**src/rtl/core/qmm_pkg.sv**
```systemverilog
// ----------------------------------------------------------------------------
// qmm_pkg
// Shared types and constants for the quad motor mix and average pulse core.
// ----------------------------------------------------------------------------
package qmm_pkg;

	localparam int SUM_W    = 22;
	localparam int ADDR_W   = 5;
	localparam int DATA_W   = 32;
	localparam int MUL_A_W  = 22;
	localparam int MUL_B_W  = 17;
	localparam int PROD_W   = MUL_A_W + MUL_B_W;
	localparam int NUM_MOT  = 4;

	localparam logic signed [SUM_W-1:0] SUM_MAX = {1'b0, {(SUM_W-1){1'b1}}};
	localparam logic signed [SUM_W-1:0] SUM_MIN = {1'b1, {(SUM_W-1){1'b0}}};

	localparam logic [2:0] REG_THROTTLE_THRESHOLD = 3'd0;
	localparam logic [2:0] REG_THROTTLE_SCALE     = 3'd1;
	localparam logic [2:0] REG_MIN_PULSE          = 3'd2;
	localparam logic [2:0] REG_MAX_PULSE          = 3'd3;
	localparam logic [2:0] REG_UPDATE_THRESHOLD   = 3'd4;

	localparam logic [14:0] RST_THROTTLE_THRESHOLD = 15'd1638;
	localparam logic [14:0] RST_THROTTLE_SCALE     = 15'd16384;
	localparam logic [15:0] RST_MIN_PULSE          = 16'd1000;
	localparam logic [15:0] RST_MAX_PULSE          = 16'd2000;
	localparam logic [15:0] RST_UPDATE_THRESHOLD   = 16'd18000;

	typedef struct packed {
		logic [14:0] throttle_threshold;
		logic [14:0] throttle_scale;
		logic [15:0] min_pulse;
		logic [15:0] max_pulse;
		logic [15:0] update_threshold;
	} cfg_t;

	typedef enum logic [2:0] {
		ST_IDLE,
		ST_BASE,
		ST_MIX,
		ST_DIV_START,
		ST_DIV_WAIT,
		ST_MUL,
		ST_MAP,
		ST_EMIT
	} state_t;

endpackage

```
**src/rtl/core/qmm_intf.sv**
```systemverilog
// ----------------------------------------------------------------------------
// qmm_intf
// Valid/ready channels for the tick words and the pulse words.
// ----------------------------------------------------------------------------
interface qmm_tick_if;
	logic               valid;
	logic               ready;
	logic               motors_enabled;
	logic        [14:0] throttle;
	logic signed [15:0] ctrl_x;
	logic signed [15:0] ctrl_y;
	logic        [15:0] timer_count;

	modport source (
		output valid, motors_enabled, throttle, ctrl_x, ctrl_y, timer_count,
		input  ready
	);
	modport sink (
		input  valid, motors_enabled, throttle, ctrl_x, ctrl_y, timer_count,
		output ready
	);
endinterface

interface qmm_pulse_if;
	logic        valid;
	logic        ready;
	logic [15:0] pulse_motor_1;
	logic [15:0] pulse_motor_2;
	logic [15:0] pulse_motor_3;
	logic [15:0] pulse_motor_4;

	modport source (
		output valid, pulse_motor_1, pulse_motor_2, pulse_motor_3, pulse_motor_4,
		input  ready
	);
	modport sink (
		input  valid, pulse_motor_1, pulse_motor_2, pulse_motor_3, pulse_motor_4,
		output ready
	);
endinterface

```
**src/rtl/core/qmm_regs.sv**
```systemverilog
// ----------------------------------------------------------------------------
// qmm_regs
// APB register file holding thresholds, throttle gain and pulse range.
// ----------------------------------------------------------------------------
module qmm_regs (
	input  logic                         clk,
	input  logic                         arst_n,
	input  logic                         psel,
	input  logic                         penable,
	input  logic                         pwrite,
	input  logic [qmm_pkg::ADDR_W-1:0]   paddr,
	input  logic [qmm_pkg::DATA_W-1:0]   pwdata,
	output logic [qmm_pkg::DATA_W-1:0]   prdata,
	output logic                         pready,
	output qmm_pkg::cfg_t                cfg
);

	qmm_pkg::cfg_t cfg_q;
	logic [2:0]    idx;
	logic          wr_en;

	assign idx    = paddr[4:2];
	assign wr_en  = psel && penable && pwrite;
	assign pready = 1'b1;
	assign cfg    = cfg_q;

	always_ff @(posedge clk or negedge arst_n) begin
		if (!arst_n) begin
			cfg_q.throttle_threshold <= qmm_pkg::RST_THROTTLE_THRESHOLD;
			cfg_q.throttle_scale     <= qmm_pkg::RST_THROTTLE_SCALE;
			cfg_q.min_pulse          <= qmm_pkg::RST_MIN_PULSE;
			cfg_q.max_pulse          <= qmm_pkg::RST_MAX_PULSE;
			cfg_q.update_threshold   <= qmm_pkg::RST_UPDATE_THRESHOLD;
		end else if (wr_en) begin
			unique case (idx)
				qmm_pkg::REG_THROTTLE_THRESHOLD: cfg_q.throttle_threshold <= pwdata[14:0];
				qmm_pkg::REG_THROTTLE_SCALE:     cfg_q.throttle_scale     <= pwdata[14:0];
				qmm_pkg::REG_MIN_PULSE:          cfg_q.min_pulse          <= pwdata[15:0];
				qmm_pkg::REG_MAX_PULSE:          cfg_q.max_pulse          <= pwdata[15:0];
				qmm_pkg::REG_UPDATE_THRESHOLD:   cfg_q.update_threshold   <= pwdata[15:0];
				default: ;
			endcase
		end
	end

	always_comb begin
		unique case (idx)
			qmm_pkg::REG_THROTTLE_THRESHOLD: prdata = {17'd0, cfg_q.throttle_threshold};
			qmm_pkg::REG_THROTTLE_SCALE:     prdata = {17'd0, cfg_q.throttle_scale};
			qmm_pkg::REG_MIN_PULSE:          prdata = {16'd0, cfg_q.min_pulse};
			qmm_pkg::REG_MAX_PULSE:          prdata = {16'd0, cfg_q.max_pulse};
			qmm_pkg::REG_UPDATE_THRESHOLD:   prdata = {16'd0, cfg_q.update_threshold};
			default:                         prdata = '0;
		endcase
	end

endmodule

```
**src/rtl/core/qmm_divider.sv**
```systemverilog
// ----------------------------------------------------------------------------
// qmm_divider
// Radix-2 restoring divider, signed sum by unsigned count, one bit a cycle.
// ----------------------------------------------------------------------------
module qmm_divider #(
	parameter int CNT_W = 5
) (
	input  logic                              clk,
	input  logic                              arst_n,
	input  logic                              start,
	input  logic signed [qmm_pkg::SUM_W-1:0]  dividend,
	input  logic        [CNT_W-1:0]           divisor,
	output logic                              busy,
	output logic                              done,
	output logic signed [qmm_pkg::SUM_W-1:0]  quotient
);

	localparam int SUM_W  = qmm_pkg::SUM_W;
	localparam int STEP_W = $clog2(SUM_W + 1);

	logic                busy_q;
	logic                done_q;
	logic [STEP_W-1:0]   step_q;
	logic [CNT_W-1:0]    rem_q;
	logic [CNT_W-1:0]    div_q;
	logic [SUM_W-1:0]    mag_q;
	logic                neg_q;
	logic                zero_q;
	logic [CNT_W:0]      trial;
	logic                fits;
	logic [CNT_W:0]      diff;

	assign trial = {rem_q, mag_q[SUM_W-1]};
	assign fits  = trial >= {1'b0, div_q};
	assign diff  = trial - {1'b0, div_q};

	always_ff @(posedge clk or negedge arst_n) begin
		if (!arst_n) begin
			busy_q <= 1'b0;
			done_q <= 1'b0;
			step_q <= '0;
		end else begin
			done_q <= 1'b0;
			if (start) begin
				busy_q <= 1'b1;
				step_q <= STEP_W'(SUM_W);
			end else if (busy_q) begin
				step_q <= step_q - 1'b1;
				if (step_q == STEP_W'(1)) begin
					busy_q <= 1'b0;
					done_q <= 1'b1;
				end
			end
		end
	end

	always_ff @(posedge clk) begin
		if (start) begin
			rem_q  <= '0;
			div_q  <= divisor;
			neg_q  <= dividend[SUM_W-1];
			zero_q <= (divisor == '0);
			mag_q  <= dividend[SUM_W-1] ? SUM_W'(-dividend) : dividend;
		end else if (busy_q) begin
			rem_q <= fits ? diff[CNT_W-1:0] : trial[CNT_W-1:0];
			mag_q <= {mag_q[SUM_W-2:0], fits};
		end
	end

	assign busy     = busy_q;
	assign done     = done_q;
	assign quotient = zero_q ? '0 : (neg_q ? -$signed(mag_q) : $signed(mag_q));

endmodule

```
**src/rtl/core/quad_motor_mix_average_pulse_core.sv**
```systemverilog
// ----------------------------------------------------------------------------
// quad_motor_mix_average_pulse_core
// Plus-configuration quad motor mixer that averages samples per PWM period.
// ----------------------------------------------------------------------------
// A tick word that causes no pulse word passes through the idle, base and mix
// states. When the timer count reaches the update threshold the four averages
// are worked out one motor at a time on a shared serial divider and a shared
// multiplier, each motor passing through the divide, multiply and map states,
// before the pulse word is offered. The tick channel is not ready
// while a word is being worked on; a finished pulse word waits in the output
// register without holding up the next tick word.
module quad_motor_mix_average_pulse_core #(
	parameter int MAX_SAMPLES = 16
) (
	input  logic                         clk,
	input  logic                         arst_n,
	qmm_tick_if.sink                     tick,
	qmm_pulse_if.source                  pulse,
	input  logic                         psel,
	input  logic                         penable,
	input  logic                         pwrite,
	input  logic [qmm_pkg::ADDR_W-1:0]   paddr,
	input  logic [qmm_pkg::DATA_W-1:0]   pwdata,
	output logic [qmm_pkg::DATA_W-1:0]   prdata,
	output logic                         pready
);

	localparam int CNT_W  = $clog2(MAX_SAMPLES + 1);
	localparam int SUM_W  = qmm_pkg::SUM_W;
	localparam int PROD_W = qmm_pkg::PROD_W;
	localparam int NM     = qmm_pkg::NUM_MOT;

	qmm_pkg::cfg_t   cfg;
	qmm_pkg::state_t state_q;
	qmm_pkg::state_t state_d;

	logic                              en_q;
	logic [14:0]                       thr_q;
	logic signed [15:0]                cx_q;
	logic signed [15:0]                cy_q;
	logic [15:0]                       timer_q;

	logic signed [SUM_W-1:0]           sum_q [NM];
	logic signed [SUM_W-1:0]           sum_d [NM];
	logic [CNT_W-1:0]                  cnt_q;
	logic [CNT_W-1:0]                  cnt_d;
	logic [1:0]                        ch_q;
	logic [15:0]                       res_q [NM];
	logic [15:0]                       pulse_q [NM];
	logic                              out_valid_q;

	logic signed [qmm_pkg::MUL_A_W-1:0] mul_a_q;
	logic signed [qmm_pkg::MUL_B_W-1:0] mul_b_q;
	logic signed [PROD_W-1:0]           prod_s1;

	logic                              div_start;
	logic                              div_busy;
	logic                              div_done;
	logic signed [SUM_W-1:0]           div_quot;

	logic [15:0]                       base;
	logic signed [17:0]                term [NM];
	logic signed [22:0]                acc  [NM];
	logic                              active;
	logic                              do_update;
	logic                              emit_go;
	logic signed [16:0]                span;
	logic signed [39:0]                pv;
	logic [15:0]                       pmap;

	qmm_regs u_regs (
		.clk     (clk),
		.arst_n  (arst_n),
		.psel    (psel),
		.penable (penable),
		.pwrite  (pwrite),
		.paddr   (paddr),
		.pwdata  (pwdata),
		.prdata  (prdata),
		.pready  (pready),
		.cfg     (cfg)
	);

	qmm_divider #(
		.CNT_W (CNT_W)
	) u_div (
		.clk      (clk),
		.arst_n   (arst_n),
		.start    (div_start),
		.dividend (sum_q[ch_q]),
		.divisor  (cnt_q),
		.busy     (div_busy),
		.done     (div_done),
		.quotient (div_quot)
	);

	// shared multiplier, registered
	always_ff @(posedge clk) begin
		prod_s1 <= mul_a_q * mul_b_q;
	end

	// mix update
	assign base      = prod_s1[29:14];
	assign active    = en_q && (thr_q > cfg.throttle_threshold);
	assign do_update = timer_q >= cfg.update_threshold;

	always_comb begin
		logic signed [17:0] b18;
		logic signed [17:0] x18;
		logic signed [17:0] y18;
		b18 = $signed({2'b00, base});
		x18 = 18'(cx_q);
		y18 = 18'(cy_q);
		term[0] = b18 - y18;
		term[1] = b18 + x18;
		term[2] = b18 + y18;
		term[3] = b18 - x18;
		for (int i = 0; i < NM; i++) begin
			acc[i] = 23'(sum_q[i]) + 23'(term[i]);
		end
		for (int i = 0; i < NM; i++) begin
			sum_d[i] = sum_q[i];
		end
		cnt_d = cnt_q;
		if (!en_q) begin
			for (int i = 0; i < NM; i++) sum_d[i] = '0;
			cnt_d = CNT_W'(1);
		end else if (!active) begin
			for (int i = 0; i < NM; i++) sum_d[i] = $signed({7'd0, thr_q});
			cnt_d = CNT_W'(1);
		end else if (cnt_q < CNT_W'(MAX_SAMPLES)) begin
			for (int i = 0; i < NM; i++) begin
				if (acc[i][22] != acc[i][21]) begin
					sum_d[i] = acc[i][22] ? qmm_pkg::SUM_MIN : qmm_pkg::SUM_MAX;
				end else begin
					sum_d[i] = acc[i][21:0];
				end
			end
			cnt_d = cnt_q + 1'b1;
		end
	end

	// pulse mapping
	assign span = $signed({1'b0, cfg.max_pulse}) - $signed({1'b0, cfg.min_pulse});
	assign pv   = $signed({10'd0, cfg.min_pulse, 14'd0}) + 40'(prod_s1);

	always_comb begin
		if (pv[39]) begin
			pmap = '0;
		end else if (|pv[38:30]) begin
			pmap = 16'hFFFF;
		end else begin
			pmap = pv[29:14];
		end
	end

	assign emit_go = (state_q == qmm_pkg::ST_EMIT) && (!out_valid_q || pulse.ready);

	// sequencer
	always_ff @(posedge clk or negedge arst_n) begin
		if (!arst_n) begin
			state_q <= qmm_pkg::ST_IDLE;
		end else begin
			state_q <= state_d;
		end
	end

	always_comb begin
		state_d    = state_q;
		div_start  = 1'b0;
		tick.ready = 1'b0;
		unique case (state_q)
			qmm_pkg::ST_IDLE: begin
				tick.ready = 1'b1;
				if (tick.valid) state_d = qmm_pkg::ST_BASE;
			end
			qmm_pkg::ST_BASE: begin
				state_d = qmm_pkg::ST_MIX;
			end
			qmm_pkg::ST_MIX: begin
				state_d = do_update ? qmm_pkg::ST_DIV_START : qmm_pkg::ST_IDLE;
			end
			qmm_pkg::ST_DIV_START: begin
				div_start = 1'b1;
				state_d   = qmm_pkg::ST_DIV_WAIT;
			end
			qmm_pkg::ST_DIV_WAIT: begin
				if (div_done) state_d = qmm_pkg::ST_MUL;
			end
			qmm_pkg::ST_MUL: begin
				state_d = qmm_pkg::ST_MAP;
			end
			qmm_pkg::ST_MAP: begin
				state_d = (ch_q == 2'(NM - 1)) ? qmm_pkg::ST_EMIT : qmm_pkg::ST_DIV_START;
			end
			qmm_pkg::ST_EMIT: begin
				if (emit_go) state_d = qmm_pkg::ST_IDLE;
			end
			default: state_d = qmm_pkg::ST_IDLE;
		endcase
	end

	// accumulator state and output handshake
	always_ff @(posedge clk or negedge arst_n) begin
		if (!arst_n) begin
			for (int i = 0; i < NM; i++) sum_q[i] <= '0;
			cnt_q       <= '0;
			ch_q        <= '0;
			out_valid_q <= 1'b0;
		end else begin
			if (emit_go) begin
				out_valid_q <= 1'b1;
			end else if (pulse.ready) begin
				out_valid_q <= 1'b0;
			end
			case (state_q)
				qmm_pkg::ST_MIX: begin
					for (int i = 0; i < NM; i++) sum_q[i] <= sum_d[i];
					cnt_q <= cnt_d;
					ch_q  <= '0;
				end
				qmm_pkg::ST_MAP: begin
					ch_q <= ch_q + 1'b1;
				end
				qmm_pkg::ST_EMIT: begin
					if (emit_go) begin
						for (int i = 0; i < NM; i++) sum_q[i] <= '0;
						cnt_q <= '0;
					end
				end
				default: ;
			endcase
		end
	end

	// payload registers
	always_ff @(posedge clk) begin
		case (state_q)
			qmm_pkg::ST_IDLE: begin
				if (tick.valid) begin
					en_q    <= tick.motors_enabled;
					thr_q   <= tick.throttle;
					cx_q    <= tick.ctrl_x;
					cy_q    <= tick.ctrl_y;
					timer_q <= tick.timer_count;
					mul_a_q <= $signed({7'd0, tick.throttle});
					mul_b_q <= $signed({2'b00, cfg.throttle_scale});
				end
			end
			qmm_pkg::ST_DIV_WAIT: begin
				if (div_done) begin
					mul_a_q <= div_quot;
					mul_b_q <= span;
				end
			end
			qmm_pkg::ST_MAP: begin
				res_q[ch_q] <= pmap;
			end
			qmm_pkg::ST_EMIT: begin
				if (emit_go) begin
					for (int i = 0; i < NM; i++) pulse_q[i] <= res_q[i];
				end
			end
			default: ;
		endcase
	end

	assign pulse.valid         = out_valid_q;
	assign pulse.pulse_motor_1 = pulse_q[0];
	assign pulse.pulse_motor_2 = pulse_q[1];
	assign pulse.pulse_motor_3 = pulse_q[2];
	assign pulse.pulse_motor_4 = pulse_q[3];

`ifndef SYNTHESIS
	a_cnt_bound: assert property (@(posedge clk) disable iff (!arst_n)
		cnt_q <= CNT_W'(MAX_SAMPLES))
		else $error("sample count above limit");

	a_div_launch: assert property (@(posedge clk) disable iff (!arst_n)
		state_q == qmm_pkg::ST_DIV_START |=> div_busy)
		else $error("divider did not start");

	a_div_count: assert property (@(posedge clk) disable iff (!arst_n)
		state_q == qmm_pkg::ST_DIV_START |-> cnt_q != '0)
		else $error("division by zero count");

	a_emit: assert property (@(posedge clk) disable iff (!arst_n)
		emit_go |=> pulse.valid && state_q == qmm_pkg::ST_IDLE && cnt_q == '0)
		else $error("pulse word not presented after emit");
`endif

endmodule
```
**src/flat_wrapper.sv**
```systemverilog
// flat-port wrapper written by rule: the top's interface ports become plain ports
module quad_motor_mix_average_pulse_core_flat 
#(
	parameter int MAX_SAMPLES = 16
)
  (clk, arst_n, psel, penable, pwrite, paddr, pwdata, prdata, pready, tick_valid, tick_motors_enabled, tick_throttle, tick_ctrl_x, tick_ctrl_y, tick_timer_count, tick_ready, pulse_valid, pulse_pulse_motor_1, pulse_pulse_motor_2, pulse_pulse_motor_3, pulse_pulse_motor_4, pulse_ready);
  qmm_tick_if tick_i ();
  qmm_pulse_if pulse_i ();
  input  logic clk;
  input  logic arst_n;
  input  logic psel;
  input  logic penable;
  input  logic pwrite;
  input  logic [qmm_pkg::ADDR_W-1:0] paddr;
  input  logic [qmm_pkg::DATA_W-1:0] pwdata;
  output logic [qmm_pkg::DATA_W-1:0] prdata;
  output logic pready;
  input wire logic [$bits(tick_i.valid)-1:0] tick_valid;
  input wire logic [$bits(tick_i.motors_enabled)-1:0] tick_motors_enabled;
  input wire logic [$bits(tick_i.throttle)-1:0] tick_throttle;
  input wire logic [$bits(tick_i.ctrl_x)-1:0] tick_ctrl_x;
  input wire logic [$bits(tick_i.ctrl_y)-1:0] tick_ctrl_y;
  input wire logic [$bits(tick_i.timer_count)-1:0] tick_timer_count;
  output wire logic [$bits(tick_i.ready)-1:0] tick_ready;
  output wire logic [$bits(pulse_i.valid)-1:0] pulse_valid;
  output wire logic [$bits(pulse_i.pulse_motor_1)-1:0] pulse_pulse_motor_1;
  output wire logic [$bits(pulse_i.pulse_motor_2)-1:0] pulse_pulse_motor_2;
  output wire logic [$bits(pulse_i.pulse_motor_3)-1:0] pulse_pulse_motor_3;
  output wire logic [$bits(pulse_i.pulse_motor_4)-1:0] pulse_pulse_motor_4;
  input wire logic [$bits(pulse_i.ready)-1:0] pulse_ready;
  assign tick_i.valid = tick_valid;
  assign tick_i.motors_enabled = tick_motors_enabled;
  assign tick_i.throttle = tick_throttle;
  assign tick_i.ctrl_x = tick_ctrl_x;
  assign tick_i.ctrl_y = tick_ctrl_y;
  assign tick_i.timer_count = tick_timer_count;
  assign tick_ready = tick_i.ready;
  assign pulse_valid = pulse_i.valid;
  assign pulse_pulse_motor_1 = pulse_i.pulse_motor_1;
  assign pulse_pulse_motor_2 = pulse_i.pulse_motor_2;
  assign pulse_pulse_motor_3 = pulse_i.pulse_motor_3;
  assign pulse_pulse_motor_4 = pulse_i.pulse_motor_4;
  assign pulse_i.ready = pulse_ready;
  quad_motor_mix_average_pulse_core #(.MAX_SAMPLES(MAX_SAMPLES)) u_core (.clk(clk), .arst_n(arst_n), .tick(tick_i), .pulse(pulse_i), .psel(psel), .penable(penable), .pwrite(pwrite), .paddr(paddr), .pwdata(pwdata), .prdata(prdata), .pready(pready));
endmodule
```
**config.mk**
```make
export PLATFORM = sky130hd
export DESIGN_NAME = quad_motor_mix_average_pulse_core_flat
export DESIGN_NICKNAME = d
export VERILOG_FILES = /design/src/rtl/core/qmm_pkg.sv /design/src/rtl/core/qmm_intf.sv /design/src/rtl/core/qmm_regs.sv /design/src/rtl/core/qmm_divider.sv /design/src/rtl/core/quad_motor_mix_average_pulse_core.sv /design/src/flat_wrapper.sv
export SDC_FILE = /design/constraint.sdc
export NUM_CORES = 2
export LEC_CHECK = 0
export BUFFER_PORTS_ARGS = -buffer_cell sky130_fd_sc_hd__buf_2
export CORE_MARGIN = 2
export CORE_UTILIZATION = 65
export DETAILED_ROUTE_END_ITERATION = 8
export PLACE_DENSITY = 0.84
export RECOVER_POWER = 100
export REMOVE_ABC_BUFFERS = 1
export SLEW_MARGIN = 20
export SYNTH_ARGS = -nofsm -noshare
export SYNTH_HDL_FRONTEND = slang
export SYNTH_HIERARCHICAL = 1
export SYNTH_SLANG_ARGS = --single-unit
export TNS_END_PERCENT = 50
```
**constraint.sdc**
```tcl
create_clock -name clk -period 15.03 [get_ports clk]
set_clock_uncertainty 0.15 [all_clocks]
set_input_delay 0.7515 -clock clk [delete_from_list [all_inputs] [get_ports clk]]
set_output_delay 0.7515 -clock clk [all_outputs]
set_load 0.05 [all_outputs]
```
After elaboration in Yosys (flattened, before gate mapping)

Memory sizes are Yosys's and may differ from the RTL's.
Index checks and enable logic that the tools add are counted.
Widths: inputs -> output; s select.

Add/subtract/negate cells: 16
Multipliers: 1
Div/mod/pow operators: 0
Magnitude comparators: 5
Equal/unequal tests: 21
Shift operators: 0
Muxes and demuxes: 60
Bitwise logic cells: 1
Reductions and logical operators: 24

Operator list:

| operator           | number |
|---|---|
| $mux 22            | 17 |
| $mux 88            | 4 |
| $pmux 88 s2        | 1 |
| $add 22x18->23     | 4 |
| $pmux 16 s5        | 1 |
| $bmux 22 s2        | 1 |
| $neg 22->22        | 2 |
| $pmux 22 s2        | 1 |
| $add 31x39->40     | 1 |
| $mul 22x17->39     | 1 |
| $add 17x16->18     | 2 |
| $sub 17x16->18     | 2 |
| $mux 5             | 7 |
| $mux 17            | 2 |
| $pmux 17 s2        | 1 |
| $mux 16            | 2 |
| $pmux 3 s8         | 1 |
| $sub 16x16->17     | 1 |
| $ge 16x16->1       | 1 |
| $eq 3x3->1 const B | 5 |
| $gt 15x15->1       | 1 |
| $mux 1             | 15 |
| $eq 3x2->1 const B | 4 |
| $mux 3             | 4 |
| 27 further kinds   | 47 |

Bits in registers: 360
Latch bits: 0
Memory bits (writable): 128
Memory bits (read-only): 0
Output and inout bits: 99
Word-level logic and storage cells: 159
Memories: 2

Memory list:

| name           | depth | width | read ports | clocked after Yosys merged registers in | wr ports | RTL line                                | RTL |
|---|---|---|---|---|---|---|---|
| u_core.pulse_q | 4     | 16    | 4          | 0                                       | 4        | quad_motor_mix_average_pulse_core.sv:49 | `logic [15:0] pulse_q [NM];` |
| u_core.res_q   | 4     | 16    | 4          | 0                                       | 1        | quad_motor_mix_average_pulse_core.sv:48 | `logic [15:0] res_q [NM];` |

Longest topological paths before layout

Word-level depth: 8
Gate-level depth with buffers: 26
Gate-level depth less buffers: 25

By module

Netlist, hierarchy kept.

By module, submodules not included:

| module                            | times used | cells an instance | area each (sq um) | sequential area each (sq um) |
|---|---|---|---|---|
| quad_motor_mix_average_pulse_core | 1          | 3338              | 34053.9           | 9914.5 |
| qmm_regs                          | 1          | 269               | 3777.4            | 1981.9 |
| qmm_divider                       | 1          | 373               | 3178.0            | 1146.1 |

Least setup slack after synthesis

OpenSTA, ideal clock, no wires.

Path kind: register to register
Start: reg u_core/mul_a_q[10] in the netlist's numbering
End: reg u_core.prod_s1[36]
Setup time: 0.072 ns
Arrival: 6.343 ns
Data required time: 14.808 ns
Setup slack: 8.465 ns
Cell stages (with the launch flop): 24
Period minus slack after synthesis: 6.565 ns
Cell sequence: edfxtp_1 clkbuf_1 nand2_1 fa_1 fa_1 fa_1 fa_1 inv_1 fa_1 inv_1 fa_1 inv_1 ha_1 a2111oi_2 o21ai_1 o2111ai_1 o22ai_1 a311oi_4 o21ai_2 o21ai_2 o21ai_1 a21o_1 a21oi_2 xnor2_1

Word-level cells in the longest chain between the ends: 1

Ends and longest elaborated chain:

| item                   | RTL line                                 | RTL |
|---|---|---|
| start, declared        | quad_motor_mix_average_pulse_core.sv:52  | `logic signed [qmm_pkg::MUL_A_W-1:0] mul_a_q;` |
| start signal, assigned | quad_motor_mix_average_pulse_core.sv:246 | `mul_a_q <= $signed({7'd0, tick.throttle});` |
| start signal, assigned | quad_motor_mix_average_pulse_core.sv:252 | `mul_a_q <= div_quot;` |
| $mul 22x17->39         | quad_motor_mix_average_pulse_core.sv:99  | `prod_s1 <= mul_a_q * mul_b_q;` |
| end signal, assigned   | quad_motor_mix_average_pulse_core.sv:99  |  |
| end, declared          | quad_motor_mix_average_pulse_core.sv:54  | `logic signed [PROD_W-1:0] prod_s1;` |

Every way passes these cells.
A chain may end at the register's enable or synchronous reset.

Final worst setup path

Start: reg u_core/mul_b_q[3] in the netlist's numbering
End: reg u_core.prod_s1[36]

Word-level cells in the longest chain between the ends: 1

Ends and longest elaborated chain:

| item                   | RTL line                                 | RTL |
|---|---|---|
| start, declared        | quad_motor_mix_average_pulse_core.sv:53  | `logic signed [qmm_pkg::MUL_B_W-1:0] mul_b_q;` |
| start signal, assigned | quad_motor_mix_average_pulse_core.sv:247 | `mul_b_q <= $signed({2'b00, cfg.throttle_scale});` |
| start signal, assigned | quad_motor_mix_average_pulse_core.sv:253 | `mul_b_q <= span;` |
| $mul 22x17->39         | quad_motor_mix_average_pulse_core.sv:99  |  |

Every way passes these cells.

==> flow_metrics.tcl <==
set metrics [dict create \
    status "finished, violations left" \
    violations "max-capacitance violations, max-slew violations" \
    area_growth_pct 7.04 \
    cpMaxStageDelayCell "edfxtp_1" \
    synth_area_leaders "fa_1 21%, edfxtp_1 19%, dfrtp_1 9.8%" \
    vias_per_cell 6.05 \
    crit_path_max_fanout 22 \
    rows 92 \
    setup_ws_ps 5900 \
    clkTransAtPathRegs_ps 60 \
    cts_hold_buf 0 \
    holdPathEnd "u_core/cx_q[3]" \
    drive_above_1_share 0.0784 \
    fmax_mhz 110 \
    hold_path_depth 1 \
    min-delay-start "tick_ctrl_x[3]" \
    setup_viol 0 \
    vdd.ir_drop.worst_mv 0.0877 \
    grt-ovfl-total 0 \
    clk_path_buf_depth 3 \
    rsz0062_at_grt "false" \
    h-tree-depth 2 \
    drtIter0Drc 2950 \
    worstReg2RegStart "u_core/mul_b_q[3]" \
    grtUsageTotal 0.335 \
    tns_ps 0 \
    core_sq_um 62700 \
    crit_arrival_ps 9490 \
    post_cts_buffers 0 \
    reg2reg_setup_slack_ps 5900 \
    drcViolationCount 0 \
    synthCells 3980 \
    synthTopCellsByCount "640 x inv_1, 439 x fa_1, 408 x nand2_1" \
    post_cts_resized 0 \
    wire_per_inst_microns 21.2 \
    drt_wl_total_mm 106 \
    fin_nets 4915 \
    place_ws_ps 7290 \
    synth_top_area_cell "fa_1" \
    vias 30079 \
    powerDensity_nw_per_um2 72.4 \
    gp_congestion 0.976 \
    place_area_sq_um 42500 \
    numCtsBuffers 49 \
    reg2reg_to "u_core/prod_s1[36]" \
    worstMarginPinSlew_ps 5890 \
    synthFlopType "edfxtp_1" \
    async_flop_share 0.388 \
    crit_family "compound AO/OA/AOI/OAI gates" \
    cts-root-buf "clkbuf_16" \
    syn_avg_cell_area_sq_um 10.3 \
    max_cap_violations 12 \
    cp.required_ps 15390 \
    worstPathCellList "nand2_1, fa_1, fa_1, fa_1, fa_1, inv_1, fa_1, inv_1, fa_1, inv_1, ha_1, a2111oi_0, o21ai_0, o2111ai_1, o22ai_1, a311oi_1, o21ai_0, o21ai_0, o21ai_0, a21o_1, a21oi_1, xnor2_1" \
    fin_crit_ps 9130 \
    synthMostInstantiatedCell "inv_1" \
    postRouteAntennaNets 0 \
    syn-cell-area_sq_um 41000 \
    p_leak_nw 20.2 \
    regArea_sq_um 13000 \
    yosysSeqAreaShare 0.318 \
    start_util 0.654 \
    multiInputGateArea_sq_um 24800 \
    antenna_found_initial 2 \
    hold_viol 0 \
    whs_ps 160 \
    portBuffers 171 \
    cts_tree "done" \
    fin_crit_sh 0.607 \
    yosysWarnings 6 \
    maxSlewHeadroom -2.93 \
    reg2regPathDepth 22 \
    dp_hpwl_mm 78.8 \
    maxSlewViolCount 548 \
    clkLatencyLatePin_ps 620 \
    final_core_util 0.700 \
    endpoint_kind "flip-flop" \
    first_pass_iters 6 \
    ys_ff_latch 474 \
    grt_pass1_wl_mm 167 \
    first_global_vias 31062 \
    num_io_pins 207 \
    die_h_microns 255 \
    synth_edf_count 260 \
    cpMostUsedCell "fa_1" \
    slowest_delay_ps 1080 \
    final_area_sq_um 43900 \
    die_area_sq_um 65100 \
    die_w_microns 255 \
    hold_class "in -> reg" \
    worstSetupPathType "reg -> reg" \
    synth.top_cell.area_share 0.214 \
    cp-start-kind "flip-flop" \
    numClockSinks 474 \
    timing.critical_path.buf_inv 3 \
    synth_cell_types 102 \
    nFillCells 4511 \
    grt_start_max_net_pins 105 \
]
[stage by stage]
| stage | total power (W) | cells |
|---|---|---|
| 6_report | 0.00318 | 4969 |
| 5_1_grt | 0.00327 | 4969 |
| 3_3_place_gp | 0.00187 | 4877 |
| 3_5_place_dp | 0.00189 | 4877 |
| 4_1_cts | 0.00319 | 4968 |
| 2_1_floorplan | 0.00174 | 3838 |
[flip-flops by register name, summed over array words and instances (netlist names), 17 cells and up]
| signal | cells |
|---|---|
| u_core/sum_q | 88 |
| u_core/u_regs/cfg | 78 |
| u_core/pulse_q | 64 |
| u_core/res_q | 64 |
| u_core/prod_s1 | 25 |
| u_core/mul_a_q | 22 |
| u_core/u_div/mag_q | 22 |
| u_core/mul_b_q | 17 |
[final cells by class]
class,instances,area share
Inverter,644,0.0551
Multi-Input combinational cell,2720,0.564
Antenna cell,1,0.0000570
Tap cell,846,0.0241
Timing Repair Buffer,193,0.0196
Clock inverter,29,0.00852
Sequential cell,474,0.297
Clock buffer,62,0.0312
[placed cells by master (no fill, tap or decap), drive strengths merged, types with 21 or more instances in the layout]
cell,n
nand2b,34
dfxtp,30
dfrtp,160
ha,286
xnor2,91
mux4,22
xor2,67
or3,25
and3,25
dfstp,24
mux2,101
a21o,68
nor3,33
o21a,22
clkbuf,170
a31oi,29
and2,172
o21ai,191
buf,85
edfxtp,260
fa,439
clkinv,21
a21oi,160
nand3,46
nor2,178
nand2,408
inv,643
[worst max path at each step]
| stage | start | end | slack (ps) | cells after the start |
|---|---|---|---|---|
| final | u_core/mul_b_q[3] | u_core/prod_s1[36] | 5900 | 22 |
| after global routing | arst_n | u_core/u_regs/cfg[27] | 4960 | 2 |
| after CTS | u_core/mul_a_q[10] | u_core/prod_s1[36] | 7100 | 22 |
| after detailed placement | u_core/mul_b_q[3] | u_core/prod_s1[36] | 7290 | 22 |
| after global placement | u_core/mul_b_q[3] | u_core/prod_s1[36] | 7470 | 22 |
| after floorplan | pulse_ready | u_core/sum_q[19] | 7330 | 5 |
[worst reg2reg max path: stages (launching register included)]
cell and delay (ps):
edfxtp_1 1080, nand2_1 190, fa_1 530, fa_1 580, fa_1 450, fa_1 550
inv_1 50, fa_1 480, inv_1 60, fa_1 480, inv_1 50, ha_1 270
a2111oi_0 660, o21ai_0 250, o2111ai_1 370, o22ai_1 260, a311oi_1 740, o21ai_0 290
o21ai_0 490, o21ai_0 320, a21o_1 300, a21oi_1 290, xnor2_1 170
[cell families after synthesis]
kind of cell,count (synthesis),share of synthesized area
simple gates,1008,0.119
buf+inv,801,0.0765
fa+ha+maj,726,0.302
compound gates,681,0.109
flops,474,0.318
xor+xnor,158,0.0337
mux,130,0.0424
other cells,2,0.000183
[report_power, final]
group / internal (W) / switching (W)
registers: 0.00142 / 0.0000510
logic: 0.000151 / 0.000243
clock network: 0.000785 / 0.000522
total: 0.00236 / 0.000816
[per-layer routing]
| metal | vias up | wire [microns] | track usage |
|---|---|---|---|
| li1 | 13414 | - | - |
| met4 | 2 | 6520 | 0.183 |
| met3 | 359 | 9440 | 0.0724 |
| met1 | 14855 | 39900 | 0.422 |
| met2 | 1449 | 49600 | 0.543 |
| met5 | - | 13 | 0 |
No activity file was read; power rests on OpenSTA's default activity.
